`config.mk`:
```
export PLATFORM = sky130hd
export DESIGN_NAME = jpeg_dht_canonical_code_gen_unit
export DESIGN_NICKNAME = d
export VERILOG_FILES = /design/src/hdl/jdht_pkg.sv /design/src/hdl/jpeg_dht_canonical_code_gen_unit.sv /design/src/hdl/jdht_skip.sv /design/src/hdl/jdht_core.sv
export VERILOG_INCLUDE_DIRS = /design/src /design/src/hdl
export SDC_FILE = /design/constraint.sdc
export NUM_CORES = 1
export LEC_CHECK = 0
export BUFFER_PORTS_ARGS = -buffer_cell sky130_fd_sc_hd__buf_2
export CORE_UTILIZATION = 42
export DETAILED_ROUTE_END_ITERATION = 16
export PLACE_DENSITY = 0.68
export SYNTH_ARGS = -nofsm -noshare
export SYNTH_HDL_FRONTEND = slang
export SYNTH_SLANG_ARGS = --single-unit
```
`constraint.sdc`:
```
create_clock -name clk -period 6.37 [get_ports clk]
set_input_delay 0.9555 -clock clk [delete_from_list [all_inputs] [get_ports clk]]
set_output_delay 0.9555 -clock clk [all_outputs]
set_load 0.1 [all_outputs]
```
`src/hdl/jpeg_dht_canonical_code_gen_unit_macros.svh`:
```
// ----------------------------------------------------------------------------
// JPEG DHT code generator assertion macros
// Concurrent checks that are compiled out for synthesis.
// ----------------------------------------------------------------------------
`ifndef JPEG_DHT_CANONICAL_CODE_GEN_UNIT_MACROS_SVH
`define JPEG_DHT_CANONICAL_CODE_GEN_UNIT_MACROS_SVH

`ifndef SYNTHESIS
`define JDHT_ASSERT_SAME(lbl, ante, cons, msg) \
    lbl: assert property (@(posedge clk) disable iff (!rst_n) (ante) |-> (cons)) \
        else $error(msg);
`define JDHT_ASSERT_NEXT(lbl, ante, cons, msg) \
    lbl: assert property (@(posedge clk) disable iff (!rst_n) (ante) |=> (cons)) \
        else $error(msg);
`else
`define JDHT_ASSERT_SAME(lbl, ante, cons, msg)
`define JDHT_ASSERT_NEXT(lbl, ante, cons, msg)
`endif

`endif

```
`src/hdl/jdht_pkg.sv`:
```
// ----------------------------------------------------------------------------
// jdht_pkg
// Shared types and constants of the JPEG DHT canonical code generator.
// ----------------------------------------------------------------------------
`default_nettype none

package jdht_pkg;

    localparam int MAX_CODE_BITS = 16;

    localparam logic [7:0]  BYTE_MARK = 8'hFF;
    localparam logic [7:0]  BYTE_DHT  = 8'hC4;
    localparam logic [7:0]  BYTE_SOS  = 8'hDA;
    localparam logic [3:0]  NIB_MASK  = 4'hF;
    localparam logic [16:0] CODE_CAP  = 17'h10000;
    localparam logic [4:0]  LEN_MAX   = 5'd16;
    localparam logic [3:0]  POS_LAST  = 4'd15;

    typedef enum logic [5:0] {
        PH_SCAN   = 6'b000001,
        PH_SKIP   = 6'b000010,
        PH_SEL    = 6'b000100,
        PH_COUNTS = 6'b001000,
        PH_SYMS   = 6'b010000,
        PH_STOP   = 6'b100000
    } phase_t;

    typedef struct packed {
        logic [4:0]  cur_len;
        logic [16:0] code_val;
        logic [7:0]  left;
        logic [15:0] nonzero;
    } skip_req_t;

    typedef struct packed {
        logic [4:0]  cur_len;
        logic [16:0] code_val;
        logic [3:0]  idx;
        logic        moved;
    } skip_res_t;

endpackage

`default_nettype wire

```
`src/hdl/jpeg_dht_canonical_code_gen_unit.sv`:
```
// ----------------------------------------------------------------------------
// jpeg_dht_canonical_code_gen_unit
// Scans a JPEG byte stream for DHT segments and emits the canonical Huffman
// code and length of every symbol of each table.
//
//   channel  | handshake             | payload
//   ---------+-----------------------+------------------------------------------
//   input    | in_valid / in_stall   | data_byte, new_stream
//   output   | out_valid / out_stall | symbol, code, code_length, table_class,
//            |                       | table_index, last_in_table, bad_selector,
//            |                       | code_overflow
//
// One byte per cycle unless a stalled result holds the input; a symbol's
// byte passes through the input register, then the result register.
// Reset clears parse state and the valid bits of both registers; the count table needs no clear.
// A stalled result only holds up a following byte that itself yields a result.
// ----------------------------------------------------------------------------
`default_nettype none

module jpeg_dht_canonical_code_gen_unit
    import jdht_pkg::*;
(
    input  logic        clk,
    input  logic        rst_n,
    input  logic        in_valid,
    output logic        in_stall,
    input  logic [7:0]  data_byte,
    input  logic        new_stream,
    output logic        out_valid,
    input  logic        out_stall,
    output logic [7:0]  symbol,
    output logic [15:0] code,
    output logic [4:0]  code_length,
    output logic        table_class,
    output logic [1:0]  table_index,
    output logic        last_in_table,
    output logic        bad_selector,
    output logic        code_overflow
);

    logic       in_valid_reg;
    logic [7:0] byte_reg;
    logic       new_reg;
    logic       accept;
    logic       go;
    logic       can_go;

    assign go = in_valid_reg && can_go;

    assign in_stall = in_valid_reg && !go;
    assign accept   = in_valid && !in_stall;

    always_ff @(posedge clk or negedge rst_n)
    begin
        if (!rst_n)
        begin
            in_valid_reg <= 1'b0;
        end
        else if (accept)
        begin
            in_valid_reg <= 1'b1;
        end
        else if (go)
        begin
            in_valid_reg <= 1'b0;
        end
    end

    always_ff @(posedge clk)
    begin
        if (accept)
        begin
            byte_reg <= data_byte;
            new_reg  <= new_stream;
        end
    end

    jdht_core u_core (
        .clk           (clk),
        .rst_n         (rst_n),
        .in_byte       (byte_reg),
        .in_new        (new_reg),
        .go            (go),
        .can_go        (can_go),
        .out_valid     (out_valid),
        .out_stall     (out_stall),
        .symbol        (symbol),
        .code          (code),
        .code_length   (code_length),
        .table_class   (table_class),
        .table_index   (table_index),
        .last_in_table (last_in_table),
        .bad_selector  (bad_selector),
        .code_overflow (code_overflow)
    );

endmodule

`default_nettype wire

```
`src/hdl/jdht_skip.sv`:
```
// ----------------------------------------------------------------------------
// jdht_skip
// Jumps over empty code lengths in one step: priority encode of the next
// non-empty length and a saturating left shift of the running code.
// ----------------------------------------------------------------------------
`default_nettype none

module jdht_skip
    import jdht_pkg::*;
(
    input  skip_req_t req,
    output skip_res_t res
);

    logic [3:0]  sel_idx;
    logic        found;
    logic [4:0]  tgt_len;
    logic [4:0]  shamt;
    logic [31:0] wide;

    always_comb
    begin
        sel_idx = 4'd15;
        found   = 1'b0;
        // downward scan so the lowest qualifying length wins
        for (int i = 15; i >= 0; i--)
        begin
            if (req.nonzero[i] && (5'(i) >= req.cur_len))
            begin
                sel_idx = 4'(i);
                found   = 1'b1;
            end
        end
        tgt_len = found ? (5'(sel_idx) + 5'd1) : LEN_MAX;
        shamt   = tgt_len - req.cur_len;
        wide    = 32'(req.code_val) << shamt;

        res.moved = (req.left == 8'd0) && (req.cur_len < LEN_MAX);
        if (res.moved)
        begin
            res.cur_len  = tgt_len;
            res.code_val = (wide > 32'(CODE_CAP)) ? CODE_CAP : wide[16:0];
            res.idx      = tgt_len[3:0] - 4'd1;
        end
        else
        begin
            res.cur_len  = req.cur_len;
            res.code_val = req.code_val;
            res.idx      = req.cur_len[3:0] - 4'd1;
        end
    end

endmodule

`default_nettype wire

```
`src/hdl/jdht_core.sv`:
```
// ----------------------------------------------------------------------------
// jdht_core
// Marker scan and DHT parse state, per-symbol code generation and the
// result register.
// ----------------------------------------------------------------------------
`default_nettype none

`include "jpeg_dht_canonical_code_gen_unit_macros.svh"

module jdht_core
    import jdht_pkg::*;
(
    input  logic        clk,
    input  logic        rst_n,
    input  logic [7:0]  in_byte,
    input  logic        in_new,
    input  logic        go,
    output logic        can_go,
    output logic        out_valid,
    input  logic        out_stall,
    output logic [7:0]  symbol,
    output logic [15:0] code,
    output logic [4:0]  code_length,
    output logic        table_class,
    output logic [1:0]  table_index,
    output logic        last_in_table,
    output logic        bad_selector,
    output logic        code_overflow
);

    phase_t      phase_reg, phase_next, ph;
    logic        saw_ff_reg, saw_ff_next, ff;
    logic [1:0]  skip_reg, skip_next;
    logic [7:0]  counts_reg [16];
    logic [3:0]  count_pos_reg, count_pos_next;
    logic [4:0]  cur_len_reg, cur_len_next;
    logic [7:0]  left_reg, left_next;
    logic [11:0] syms_left_reg, syms_left_next;
    logic [16:0] code_val_reg, code_val_next;
    logic        class_reg, class_next;
    logic [1:0]  index_reg, index_next;
    logic        sel_bad_reg, sel_bad_next;

    logic        out_valid_reg;
    logic [7:0]  symbol_reg;
    logic [15:0] code_out_reg;
    logic [4:0]  len_out_reg;
    logic        cls_out_reg;
    logic [1:0]  idx_out_reg;
    logic        last_out_reg;
    logic        bad_out_reg;
    logic        ovf_out_reg;

    logic        emit;
    logic        cnt_wr;
    logic [11:0] sum;
    logic        ovf;
    logic        last;
    logic [15:0] code_emit;
    logic [16:0] code_inc;
    logic [16:0] len_mask;
    logic [7:0]  left_dec;
    logic [15:0] nz;
    skip_req_t   sreq;
    skip_res_t   sres;

    jdht_skip u_skip (
        .req (sreq),
        .res (sres)
    );

    always_comb
    begin
        ph = in_new ? PH_SCAN : phase_reg;
        ff = in_new ? 1'b0 : saw_ff_reg;

        for (int i = 0; i < 16; i++)
        begin
            nz[i] = (counts_reg[i] != 8'd0);
        end
        // last count byte is written in the same cycle it is needed
        if (ph == PH_COUNTS)
        begin
            nz[15] = (in_byte != 8'd0);
        end

        sum       = syms_left_reg + 12'(in_byte);
        ovf       = (cur_len_reg > 5'(MAX_CODE_BITS)) ||
                    ((code_val_reg >> cur_len_reg) != 17'd0);
        len_mask  = (17'd1 << cur_len_reg) - 17'd1;
        code_emit = ovf ? len_mask[15:0] : code_val_reg[15:0];
        last      = (syms_left_reg <= 12'd1);
        code_inc  = (code_val_reg == CODE_CAP) ? CODE_CAP : (code_val_reg + 17'd1);
        left_dec  = (left_reg != 8'd0) ? (left_reg - 8'd1) : left_reg;

        if (ph == PH_SYMS)
        begin
            sreq.cur_len  = cur_len_reg;
            sreq.code_val = code_inc;
            sreq.left     = left_dec;
        end
        else
        begin
            sreq.cur_len  = 5'd1;
            sreq.code_val = 17'd0;
            sreq.left     = counts_reg[0];
        end
        sreq.nonzero = nz;

        phase_next     = ph;
        saw_ff_next    = ff;
        skip_next      = skip_reg;
        count_pos_next = count_pos_reg;
        cur_len_next   = cur_len_reg;
        left_next      = left_reg;
        syms_left_next = syms_left_reg;
        code_val_next  = code_val_reg;
        class_next     = class_reg;
        index_next     = index_reg;
        sel_bad_next   = sel_bad_reg;
        emit           = 1'b0;
        cnt_wr         = 1'b0;

        case (ph)
            PH_SCAN:
            begin
                if (ff)
                begin
                    saw_ff_next = 1'b0;
                    if (in_byte == BYTE_SOS)
                    begin
                        phase_next = PH_STOP;
                    end
                    else if (in_byte == BYTE_DHT)
                    begin
                        phase_next = PH_SKIP;
                        skip_next  = 2'd2;
                    end
                end
                else if (in_byte == BYTE_MARK)
                begin
                    saw_ff_next = 1'b1;
                end
            end
            PH_SKIP:
            begin
                skip_next = skip_reg - 2'd1;
                if (skip_next == 2'd0)
                begin
                    phase_next = PH_SEL;
                end
            end
            PH_SEL:
            begin
                sel_bad_next   = ((in_byte[7:4] & NIB_MASK) > 4'd1) ||
                                 ((in_byte[3:0] & NIB_MASK) > 4'd3);
                class_next     = in_byte[4];
                index_next     = in_byte[1:0];
                count_pos_next = 4'd0;
                syms_left_next = 12'd0;
                phase_next     = PH_COUNTS;
            end
            PH_COUNTS:
            begin
                cnt_wr         = 1'b1;
                syms_left_next = sum;
                if (count_pos_reg == POS_LAST)
                begin
                    count_pos_next = 4'd0;
                    if (sum == 12'd0)
                    begin
                        phase_next = PH_SCAN;
                    end
                    else
                    begin
                        cur_len_next  = sres.cur_len;
                        code_val_next = sres.code_val;
                        left_next     = sres.moved ?
                                        ((sres.idx == POS_LAST) ? in_byte :
                                                                  counts_reg[sres.idx]) :
                                        counts_reg[0];
                        phase_next    = PH_SYMS;
                    end
                end
                else
                begin
                    count_pos_next = count_pos_reg + 4'd1;
                end
            end
            PH_SYMS:
            begin
                emit          = 1'b1;
                code_val_next = code_inc;
                left_next     = left_dec;
                if (last)
                begin
                    syms_left_next = 12'd0;
                    phase_next     = PH_SCAN;
                end
                else
                begin
                    syms_left_next = syms_left_reg - 12'd1;
                    cur_len_next   = sres.cur_len;
                    code_val_next  = sres.code_val;
                    if (sres.moved)
                    begin
                        left_next = counts_reg[sres.idx];
                    end
                end
            end
            PH_STOP:
            begin
                phase_next = PH_STOP;
            end
            default:
            begin
                phase_next = PH_SCAN;
            end
        endcase

        // a request that yields no result never waits on the output side
        can_go = !emit || !out_valid_reg || !out_stall;
    end

    always_ff @(posedge clk or negedge rst_n)
    begin
        if (!rst_n)
        begin
            phase_reg     <= PH_SCAN;
            saw_ff_reg    <= 1'b0;
            skip_reg      <= 2'd0;
            count_pos_reg <= 4'd0;
            cur_len_reg   <= 5'd1;
            left_reg      <= 8'd0;
            syms_left_reg <= 12'd0;
            code_val_reg  <= 17'd0;
            class_reg     <= 1'b0;
            index_reg     <= 2'd0;
            sel_bad_reg   <= 1'b0;
        end
        else if (go)
        begin
            phase_reg     <= phase_next;
            saw_ff_reg    <= saw_ff_next;
            skip_reg      <= skip_next;
            count_pos_reg <= count_pos_next;
            cur_len_reg   <= cur_len_next;
            left_reg      <= left_next;
            syms_left_reg <= syms_left_next;
            code_val_reg  <= code_val_next;
            class_reg     <= class_next;
            index_reg     <= index_next;
            sel_bad_reg   <= sel_bad_next;
        end
    end

    always_ff @(posedge clk)
    begin
        if (go && cnt_wr)
        begin
            counts_reg[count_pos_reg] <= in_byte;
        end
    end

    always_ff @(posedge clk or negedge rst_n)
    begin
        if (!rst_n)
        begin
            out_valid_reg <= 1'b0;
        end
        else if (go && emit)
        begin
            out_valid_reg <= 1'b1;
        end
        else if (!out_stall)
        begin
            out_valid_reg <= 1'b0;
        end
    end

    always_ff @(posedge clk)
    begin
        if (go && emit)
        begin
            symbol_reg   <= in_byte;
            code_out_reg <= code_emit;
            len_out_reg  <= cur_len_reg;
            cls_out_reg  <= class_reg;
            idx_out_reg  <= index_reg;
            last_out_reg <= last;
            bad_out_reg  <= sel_bad_reg;
            ovf_out_reg  <= ovf;
        end
    end

    assign out_valid     = out_valid_reg;
    assign symbol        = symbol_reg;
    assign code          = code_out_reg;
    assign code_length   = len_out_reg;
    assign table_class   = cls_out_reg;
    assign table_index   = idx_out_reg;
    assign last_in_table = last_out_reg;
    assign bad_selector  = bad_out_reg;
    assign code_overflow = ovf_out_reg;

    `JDHT_ASSERT_SAME(a_syms_pending, phase_reg == PH_SYMS, syms_left_reg != 12'd0,
                      "symbol phase with nothing left")
    `JDHT_ASSERT_SAME(a_len_range, phase_reg == PH_SYMS,
                      (cur_len_reg != 5'd0) && (cur_len_reg <= LEN_MAX),
                      "code length out of range")
    `JDHT_ASSERT_SAME(a_code_sat, code_val_reg[16], code_val_reg[15:0] == 16'd0,
                      "running code above saturation cap")
    `JDHT_ASSERT_NEXT(a_last_ends, go && emit && last, phase_reg == PH_SCAN,
                      "last symbol did not end table")
    `JDHT_ASSERT_NEXT(a_emit_loads, go && emit, out_valid_reg, "emitted symbol lost")

endmodule

`default_nettype wire

```
==> results of run 1 <==
critical path, stage by stage (launching register included):
cell and delay (ns):
edfxtp_1 0.54, or4_4 0.62, a211o_1 0.33, a22o_1 0.26
nand2b_1 0.15, a221oi_2 0.22, or2_2 0.20, and2_1 0.13
ha_1 0.24, nand2_1 0.12, fa_1 0.45, buf_4 0.23
a21oi_1 0.18, o41ai_1 0.12, o211a_1 0.14, a32oi_1 0.35
o21ai_0 0.17, a22oi_1 0.26, nor4b_1 0.33, nand3_2 0.15
a211oi_4 0.28, buf_12 0.17, nand2_4 0.08, o31ai_2 0.19
logic make-up (layout without fill, tap and decap cells):
family / after synthesis / after routing / synth area share [%]
simple gates: 526 / 526 / 18.6
mux: 72 / 72 / 6.50
buf+inv: 125 / 190 / 3.60
xor+xnor: 40 / 40 / 2.77
fa+ha+maj: 29 / 29 / 2.60
compound gates: 424 / 424 / 19.9
flops: 233 / 233 / 46.1
where the power goes:
group | internal, mW | total (mW) | switching [mW]
Clock | 0.983 | 1.62 | 0.639
Combinational | 0.0237 | 0.0931 | 0.0694
Sequential | 1.64 | 1.65 | 0.00562
Total | 2.65 | 3.36 | 0.714
cell usage after synthesis, types with 18 or more instances:
cell type and number:
inv_1 41, nor2_1 103, o21ai_0 97, nand2_1 136
a211oi_1 18, nor3_1 37, ha_1 27, o211ai_1 18
mux2_2 19, and2_1 34, nor4_1 50, edfxtp_1 172
xor2_1 18, a31oi_1 25, mux2i_1 37, xnor2_1 18
nand3_1 56, dfrtp_1 59, clkbuf_1 59, a21oi_1 90
area by class of cell:
cell class	instances	area share (%)
Clock buffer	33	4.27
Clock inverter	13	1.37
Inverter	43	0.988
Multi-Input combinational cell	1091	45.0
Sequential cell	233	41.0
Tap cell	448	3.43
Timing Repair Buffer	101	3.97
metal layers:
| layer | GRT usage [%] | wire length (um) | vias up |
|---|---|---|---|
| met4 | 8.60 | 1620 | 0 |
| li1 | - | - | 5677 |
| met1 | 35.2 | 19000 | 6078 |
| met5 | 0 | 0 | - |
| met3 | 3.63 | 3690 | 116 |
| met2 | 41.3 | 21100 | 698 |
cell usage in the layout (no fill, tap or decap), drive strengths merged, types with 9 or more instances in the layout:
| cell type | synthesis | layout |
|---|---|---|
| edfxtp | 172 | 172 |
| nand2 | 138 | 138 |
| o21ai | 114 | 114 |
| nor2 | 105 | 105 |
| buf | 23 | 101 |
| a21oi | 91 | 91 |
| dfrtp | 59 | 59 |
| nand3 | 58 | 58 |
| nor4 | 52 | 52 |
| inv | 42 | 42 |
| nor3 | 38 | 38 |
| mux2i | 37 | 37 |
| and2 | 34 | 34 |
| clkbuf | 59 | 33 |
| ha | 27 | 27 |
| a31oi | 25 | 25 |
| a211oi | 20 | 20 |
| xnor2 | 20 | 20 |
| xor2 | 20 | 20 |
| mux2 | 19 | 19 |
| o211ai | 18 | 18 |
| and3 | 18 | 18 |
| nand4 | 17 | 17 |
| o31ai | 17 | 17 |
| mux4 | 16 | 16 |
| a22oi | 12 | 12 |
| nand2b | 11 | 11 |
| a22o | 10 | 10 |
| or2 | 10 | 10 |
| o21a | 9 | 9 |
path summary, 6_finish.rpt:
kind	start	to	slack, ns	depth (start not counted)
worst max register to register	new_reg	u_core.code_val_reg[0]	0.35	23
worst max-delay path	new_reg	u_core.code_val_reg[0]	0.35	23
worst min register to register	u_core.sel_bad_reg	u_core.bad_selector	0.45	0
worst min-delay path	u_core.sel_bad_reg	u_core.bad_selector	0.45	0
min in group asynchronous	rst_n	u_core.cur_len_reg[2]	0.62	2
max in group asynchronous	rst_n	u_core.skip_reg[1]	5.16	2
timing repair:
item / in CTS / in global routing
resized for setup: 0 / 7
endpoints found under the setup margin: 0 / 17
buffers inserted: 0 / 1
==> impl_metrics.json, run 1 <==
{
  "wl_um": 45400,
  "stdcell_area_um2": 16300,
  "post-dp-hpwl_um": 32500,
  "grt_pass1_vias": 12100,
  "cts-hold-fix-buffers": 0,
  "postSynthNetCount": 1491,
  "cap_violations": 0,
  "port_buffers": 49,
  "clock_tree.root_cell": "clkbuf_16",
  "maxSlewViolCount": 0,
  "number_of_flops_mapped_to_enable_cells_by_yosys": 172,
  "total_negative_slack_for_setup_checks_ns": 0,
  "power.ir.vdd_worst_v": 0.000216,
  "gp_congestion": 0.959,
  "yosysUniqueCellTypes": 104,
  "coreArea_um2": 33800,
  "path_max_fanout": 19,
  "core.rowCount": 67,
  "hold_ws_ns": 0.454,
  "final_core_utilization_pct": 48.4,
  "synth_ff_type": "edfxtp_1",
  "max_slew_margin_pct": 28.4,
  "setup_skew_after_layout_ns": 0.0210,
  "drt.antenna.violating_nets": 0,
  "number_of_drc_markers_after_the_initial_detailed_route_iteration": 1424,
  "cts_tree": "built",
  "clk_path_buf_depth": 3,
  "hold_violations": 0,
  "crit_path_capture_type": "register",
  "critPathArrivalTime_ns": 6.47,
  "hold_class": "reg -> reg",
  "ys_seq_elements": 233,
  "numCtsBuffers": 26,
  "worstSetupPathType": "reg -> reg",
  "global_route.usage.total_pct": 25.6,
  "cts_htree_levels": 1,
  "clock-sinks": 233,
  "post-place-cells": 1915,
  "antenna-diode-count": 0,
  "synth_async_sr_flop_share_pct": 26.2,
  "ff_latch_area_um2": 6690,
  "number_of_cells_produced_by_synthesis": 1449,
  "yosysSeqAreaShare_pct": 46.1,
  "multi_input_comb_area_um2": 7360,
  "clk_pin_slew_ns": 0.06,
  "floorplan.initialDensity_pct": 43.0,
  "final-setup-viol-count": 0,
  "synth_warnings": 0,
  "post-route-drc-count": 0,
  "die-height_um": 188,
  "library_cell_occupying_the_most_area_in_the_post_synthesis_netlist": "edfxtp_1",
  "grt_first_pass_wirelength_um": 70900,
  "layout.filler_cells": 3108,
  "period_minus_slack_ns": 6.02,
  "globalRoute.totalOverflow": 0,
  "clkLatencyLatePin_ns": 0.56,
  "layout_worst_path_cycle_share_pct": 94.5,
  "final-instance-count-excl-fill": 1962,
  "synth_top_cell_area_share_pct": 35.5,
  "antenna_found_initial": 1,
  "die_boundary_width_um": 188,
  "fmaxAchievable_ghz": 0.166,
  "place_area_um2": 15400,
  "critical_path_required_ns": 6.82,
  "synthesized_area_divided_by_synthesized_cell_count_um2": 10.0,
  "maximum_number_of_pins_on_one_net_before_global_route_repair": 62,
  "dp_slack_ns": 0.0464,
  "pin_count": 50,
  "finalPower_mw": 3.36,
  "drive_gt1_share_pct": 15.7,
  "per_cell_routed_wire_length_um": 23.1,
  "pwr_density_cell_nw_per_um2": 206,
  "rsz0062_at_grt": "no",
  "cp_launch_type": "register",
  "status": "finished clean",
  "dieArea_um2": 35300,
  "syn_area_um2": 14500,
  "synth_area_leaders": "edfxtp_1 (36%), dfrtp_1 (10%), nand2_1 (3.5%)",
  "fin_ws_ns": 0.350,
  "worst-slew-pin-transition_ns": 1.07,
  "vias_per_cell": 6.41,
  "final_net_count": 1538,
  "firstDrtPassIters": 6,
  "flow.area_growth_from_synthesis_pct": 12.5,
  "largest_register_ffs": 128,
  "leak_nw": 6.01,
  "vias": 12600
}
(Power assumes the default switching activity.)
==> inputs of run 2 (changes only) <==
--- a/config.mk
+++ b/config.mk
@@ -6,10 +6,10 @@
 export SDC_FILE = /design/constraint.sdc
 export NUM_CORES = 1
 export LEC_CHECK = 0
-export BUFFER_PORTS_ARGS = -buffer_cell sky130_fd_sc_hd__buf_2
 export CORE_UTILIZATION = 42
 export DETAILED_ROUTE_END_ITERATION = 16
-export PLACE_DENSITY = 0.68
+export DONT_BUFFER_PORTS = 1
+export PLACE_DENSITY = 0.66
 export SYNTH_ARGS = -nofsm -noshare
 export SYNTH_HDL_FRONTEND = slang
 export SYNTH_SLANG_ARGS = --single-unit
==> impl_metrics.json, run 2 (synthesized netlist as in run 1, its figures left out) <==
{
  "global_route.usage.total_pct": 26.0,
  "hold_ws_ns": 0.0718,
  "pwr_density_cell_nw_per_um2": 210,
  "final-setup-viol-count": 0,
  "drive_gt1_share_pct": 13.5,
  "clock_tree.root_cell": "clkbuf_16",
  "die_boundary_width_um": 188,
  "leak_nw": 5.83,
  "layout_worst_path_cycle_share_pct": 96.6,
  "setup_skew_after_layout_ns": 0.0364,
  "status": "finished clean",
  "grt_first_pass_wirelength_um": 71600,
  "worstSetupPathType": "reg -> reg",
  "post-route-drc-count": 0,
  "rsz0062_at_grt": "no",
  "fmaxAchievable_ghz": 0.163,
  "finalPower_mw": 3.40,
  "clkLatencyLatePin_ns": 0.58,
  "fin_ws_ns": 0.217,
  "largest_register_ffs": 128,
  "largest_delay_contributor_family_on_the_critical_path": "compound AO/OA/AOI/OAI gates",
  "core.rowCount": 67,
  "firstDrtPassIters": 6,
  "max_slew_margin_pct": 29.2,
  "path_max_fanout": 19,
  "hold_class": "in -> async",
  "pin_count": 50,
  "timing.critical_path.buf_inv": 4,
  "crit-reg2reg-capture": "u_core.code_val_reg[2]",
  "final_common_cell": "edfxtp_1",
  "number_of_drc_markers_after_the_initial_detailed_route_iteration": 1445,
  "layout.cells.most_common_list": "edfxtp_1 (172), nand2_1 (135), nor2_1 (102)",
  "cts_tree": "built",
  "floorplan.initialDensity_pct": 43.0,
  "critPathArrivalTime_ns": 6.59,
  "power.ir.vdd_worst_v": 0.000214,
  "period_minus_slack_ns": 6.15,
  "dp_slack_ns": 0.109,
  "wl_um": 45900,
  "worst-slew-pin-transition_ns": 1.06,
  "total_negative_slack_for_setup_checks_ns": 0,
  "critical_path_required_ns": 6.81,
  "vias_per_cell": 6.46,
  "coreArea_um2": 33800,
  "cts_htree_levels": 1,
  "final_net_count": 1494,
  "die-height_um": 188,
  "drt.antenna.violating_nets": 0,
  "dieArea_um2": 35300,
  "crit_path_cell_trace": "or4_4 -> or3_4 -> and2_1 -> o22ai_1 -> nand4_1 -> and4_1 -> ha_1 -> nand2_1 -> fa_1 -> buf_4 -> o41ai_1 -> o211ai_1 -> buf_4 -> o31ai_1 -> a21oi_1 -> a21oi_1 -> a2111oi_0 -> o21ai_1 -> a211oi_4 -> buf_12 -> buf_4 -> a21oi_1 -> nor2_1",
  "worstSetupPathDepth": 23,
  "crit_path_capture_type": "register",
  "hold_violations": 0,
  "critical_path.slowest_cell": "or4_4",
  "port_buffers": 0,
  "post-dp-hpwl_um": 32600,
  "clk_path_buf_depth": 3,
  "maximum_number_of_pins_on_one_net_before_global_route_repair": 62,
  "flow.area_growth_from_synthesis_pct": 11.2,
  "r2r_start": "new_reg",
  "reg2reg_slack_ns": 0.22,
  "crit_path_end": "u_core.code_val_reg[2]",
  "per_cell_routed_wire_length_um": 23.9,
  "vias": 12400,
  "worst_path_largest_cell_delay_ns": 0.61,
  "clk_pin_slew_ns": 0.07,
  "numCtsBuffers": 26,
  "cp_launch_type": "register",
  "gp_congestion": 0.933,
  "maxSlewViolCount": 0,
  "antenna_found_initial": 0,
  "cap_violations": 0,
  "globalRoute.totalOverflow": 0,
  "reg2regPathDepth": 23,
  "clock-sinks": 233,
  "timing.critical_path.from": "new_reg",
  "grt_pass1_vias": 12000,
  "antenna-diode-count": 0
}
run 2: changes by cell type in the layout (fill, tap and decap cells not counted), moves of 2 or more:
cell      before  now
clkinv_2       4    6
buf_4         51   56
buf_2         49    0
clkinv_1       1    3
clkbuf_1       6    1
run 2: routing by layer:
layer  global-route usage [%]  vias up  part of all wire (%)
met2                     42.4      598                    47
met1                     35.5     6111                    43
met3                     3.93       95                   7.4
met5                        0        -                     0
met4                     8.01        0                   3.0
li1                         -     5605                     -
run 2: per-stage QoR:
| step | util, % | area, um2 | cells |
|---|---|---|---|
| CTS | 47.7 | 16100 | 1917 |
| global route | 47.8 | 16200 | 1920 |
| finish | 47.8 | 16200 | 1920 |
| detailed placement | 44.9 | 15200 | 1869 |
| global placement | 44.9 | 15200 | 1869 |
| floorplan | - | 14500 | 1449 |
run 2: final cells by class:
class / instances / area [um2]
clock buffers: 27 / 654
well taps: 448 / 561
flip-flops and latches: 233 / 6690
repair buffers: 57 / 440
multi-input cells: 1091 / 7350
clock inverters: 21 / 300
fillers: 3070 / 17600
inverters: 43 / 161
run 2: worst min-delay path by stage:
stage | startpoint | slack [ns] | depth (start not counted) | end
3_3_place_gp | u_core.index_reg[0] | 0.42 | 0 | u_core.table_index[0]
6_report | rst_n | 0.07 | 0 | u_core.left_reg[6]
3_5_place_dp | u_core.index_reg[0] | 0.44 | 0 | u_core.table_index[0]
5_1_grt | rst_n | 0.05 | 0 | u_core.left_reg[6]
4_1_cts | rst_n | 0.05 | 0 | u_core.left_reg[6]
2_1_floorplan | u_core.class_reg | 0.42 | 0 | u_core.table_class
run 2: worst register-to-register path: cells and delay by family (launching register included):
kind / cells / cell delay (ns)
flops: 1 / 0.51
buf+inv: 4 / 0.75
compound gates: 10 / 2.28
fa+ha+maj: 2 / 0.79
simple gates: 7 / 1.72
run 2: report_power, final:
group | switching, mW | leakage [nW] | internal [mW]
clock network | 0.668 | 0.464 | 1.00
logic | 0.0603 | 2.96 | 0.0207
registers | 0.00524 | 2.41 | 1.64
total | 0.733 | 5.83 | 2.67
run 2: what timing repair did:
action / 4_1_cts / 5_1_grt
gates resized for setup: 0 / 6
endpoints found under the hold margin: 0 / 0
setup endpoints to repair: 0 / 17
hold buffers: 0 / 0
setup buffers: 0 / 3
==> inputs of run 3 (changes only) <==
==> constraint.sdc (replaced) <==
create_clock -name clk -period 6.37 [get_ports clk]
set_input_delay 1.274 -clock clk [delete_from_list [all_inputs] [get_ports clk]]
set_output_delay 1.274 -clock clk [all_outputs]
set_load 0.1 [all_outputs]
==> impl_metrics.json, run 3 (synthesized netlist as in run 1, its figures left out) <==
{
  "critical_path_required_ns": 6.84,
  "vias": 12400,
  "flow.area_growth_from_synthesis_pct": 10.2,
  "worst_path_largest_cell_delay_ns": 0.61,
  "layout.cells.most_common_list": "edfxtp_1 (172), nand2_1 (135), nor2_1 (102)",
  "final_net_count": 1493,
  "finalPower_mw": 3.18,
  "fmaxAchievable_ghz": 0.164,
  "share_clk_of_total_power_pct": 45.6,
  "largest_register_ffs": 128,
  "cts_tree": "built",
  "detailroute.wirelength.met2_um": 21800,
  "firstDrtPassIters": 6,
  "global_route.usage.total_pct": 26.0,
  "worst-slew-pin-transition_ns": 0.965,
  "globalRoute.totalOverflow": 0,
  "core.rowCount": 67,
  "r2r_start": "new_reg",
  "crit_path_cell_trace": "or4_4 -> or3_4 -> and2_1 -> o22ai_1 -> nand4_1 -> and4_1 -> ha_1 -> nand2_1 -> fa_1 -> inv_1 -> o311ai_1 -> o21ai_0 -> a22oi_1 -> a22oi_1 -> a2111oi_0 -> o21ai_1 -> a211oi_4 -> buf_12 -> nand2_4 -> o31ai_2",
  "hold_violations": 0,
  "cts-hold-fix-buffers": 0,
  "internal_power_mw": 2.47,
  "period_minus_slack_ns": 6.11,
  "path_max_fanout": 9,
  "numCtsBuffers": 26,
  "antenna_found_initial": 0,
  "post-route-drc-count": 0,
  "wl_met1_um": 19200,
  "clock_tree.root_cell": "clkbuf_16",
  "worstSetupPathType": "reg -> reg",
  "final_common_cell": "edfxtp_1",
  "number_of_drc_markers_after_the_initial_detailed_route_iteration": 1486,
  "leak_nw": 5.74,
  "clk_path_buf_depth": 3,
  "wl_um": 45900,
  "dieArea_um2": 35300,
  "final-setup-viol-count": 0,
  "maxUsedRoutingLayer": "met4",
  "pwr_density_cell_nw_per_um2": 199,
  "pwr-share-seq_pct": 51.8,
  "die-height_um": 188,
  "path_common_cell": "a22oi_1",
  "floorplan.initialDensity_pct": 43.0,
  "total_negative_slack_for_setup_checks_ns": 0,
  "p_comb_share_pct": 2.6,
  "critical_path.slowest_cell": "or4_4",
  "maximum_number_of_pins_on_one_net_before_global_route_repair": 62,
  "clock-sinks": 233,
  "hold_class": "in -> async",
  "switching_share_pct": 22.4,
  "post-dp-hpwl_um": 32800,
  "crit-reg2reg-capture": "u_core.code_val_reg[0]",
  "pin_count": 50,
  "maxSlewViolCount": 0,
  "critPathArrivalTime_ns": 6.58,
  "grt_first_pass_wirelength_um": 71800,
  "setup_skew_after_layout_ns": 0.0130,
  "power.ir.vdd_worst_v": 0.000209,
  "cp_launch_type": "register",
  "drt.antenna.violating_nets": 0,
  "per_cell_routed_wire_length_um": 23.9,
  "cts_htree_levels": 1,
  "gp_congestion": 0.930,
  "cap_violations": 0,
  "antenna-diode-count": 0,
  "port_buffers": 0,
  "max_slew_margin_pct": 35.6,
  "vias_per_cell": 6.48,
  "grt_pass1_vias": 12200,
  "psw_uw": 713,
  "die_boundary_width_um": 188,
  "clkLatencyLatePin_ns": 0.57,
  "reg2reg_slack_ns": 0.26,
  "reg2regPathDepth": 20,
  "coreArea_um2": 33800,
  "clk_pin_slew_ns": 0.07,
  "status": "finished clean",
  "met3WireLength_um": 3490,
  "layout_worst_path_cycle_share_pct": 95.9,
  "drive_gt1_share_pct": 13.1,
  "crit_path_capture_type": "register"
}
## run 3: worst max path at each step
stage / from / end / slack (ns)
after floorplan: new_reg / u_core.code_val_reg[0] / 0.89
after global placement: new_reg / u_core.code_val_reg[0] / 0.25
after detailed placement: new_reg / u_core.code_val_reg[5] / 0.08
after CTS: new_reg / u_core.code_val_reg[5] / 0.08
after global routing: new_reg / u_core.code_val_reg[4] / -0.005
final: new_reg / u_core.code_val_reg[0] / 0.26
## run 3: cell type report
class / instances / area (um2)
inverters: 43 / 161
flip-flops and latches: 233 / 6690
well taps: 448 / 561
clock inverters: 16 / 149
clock buffers: 29 / 672
fillers: 3103 / 17800
repair buffers: 56 / 433
multi-input cells: 1091 / 7340
## run 3: critical path, delay by kind of cell (launching register included)
kind	cells	cell delay, ns
AOI/OAI and AO/OA	9	2.59
adders and majority gates	2	0.84
buffers and inverters	2	0.33
DFF	1	0.50
and+or+nand+nor	7	1.74
## run 3: routing by layer
layer  track usage [%]  up-vias
met5                 0        -
met4              8.32        0
met3              4.08       91
met2              42.8      584
met1              34.9     6148
li1                  -     5587
## run 3: repair_timing
item                                   4_1_cts  5_1_grt
setup endpoints to repair                    0       17
endpoints found under the hold margin        0        0
buffers inserted                             0        1
gates resized for setup                      0        4
## run 3: power groups by stage
stage | Sequential, mW | Combinational, mW | Clock [mW]
after global placement | 1.68 | 0.0788 | 0
after global routing | 1.65 | 0.0873 | 1.53
after CTS | 1.65 | 0.0805 | 1.48
final | 1.65 | 0.0814 | 1.45
after detailed placement | 1.68 | 0.0799 | 0
after floorplan | 1.69 | 0.0314 | 0
## run 3: stage by stage
step / std cells / hold WS, ns / worst slack [ns] / cell area, um2 / utilization (%)
after floorplan: 1449 / 0.419 / 0.891 / 14500 / -
after global placement: 1870 / 0.424 / 0.245 / 15200 / 44.9
after detailed placement: 1870 / 0.437 / 0.0777 / 15200 / 44.9
after CTS: 1915 / 0.387 / 0.0750 / 16000 / 47.3
after global routing: 1916 / 0.382 / -0.00526 / 16000 / 47.4
final: 1916 / 0.405 / 0.261 / 16000 / 47.4
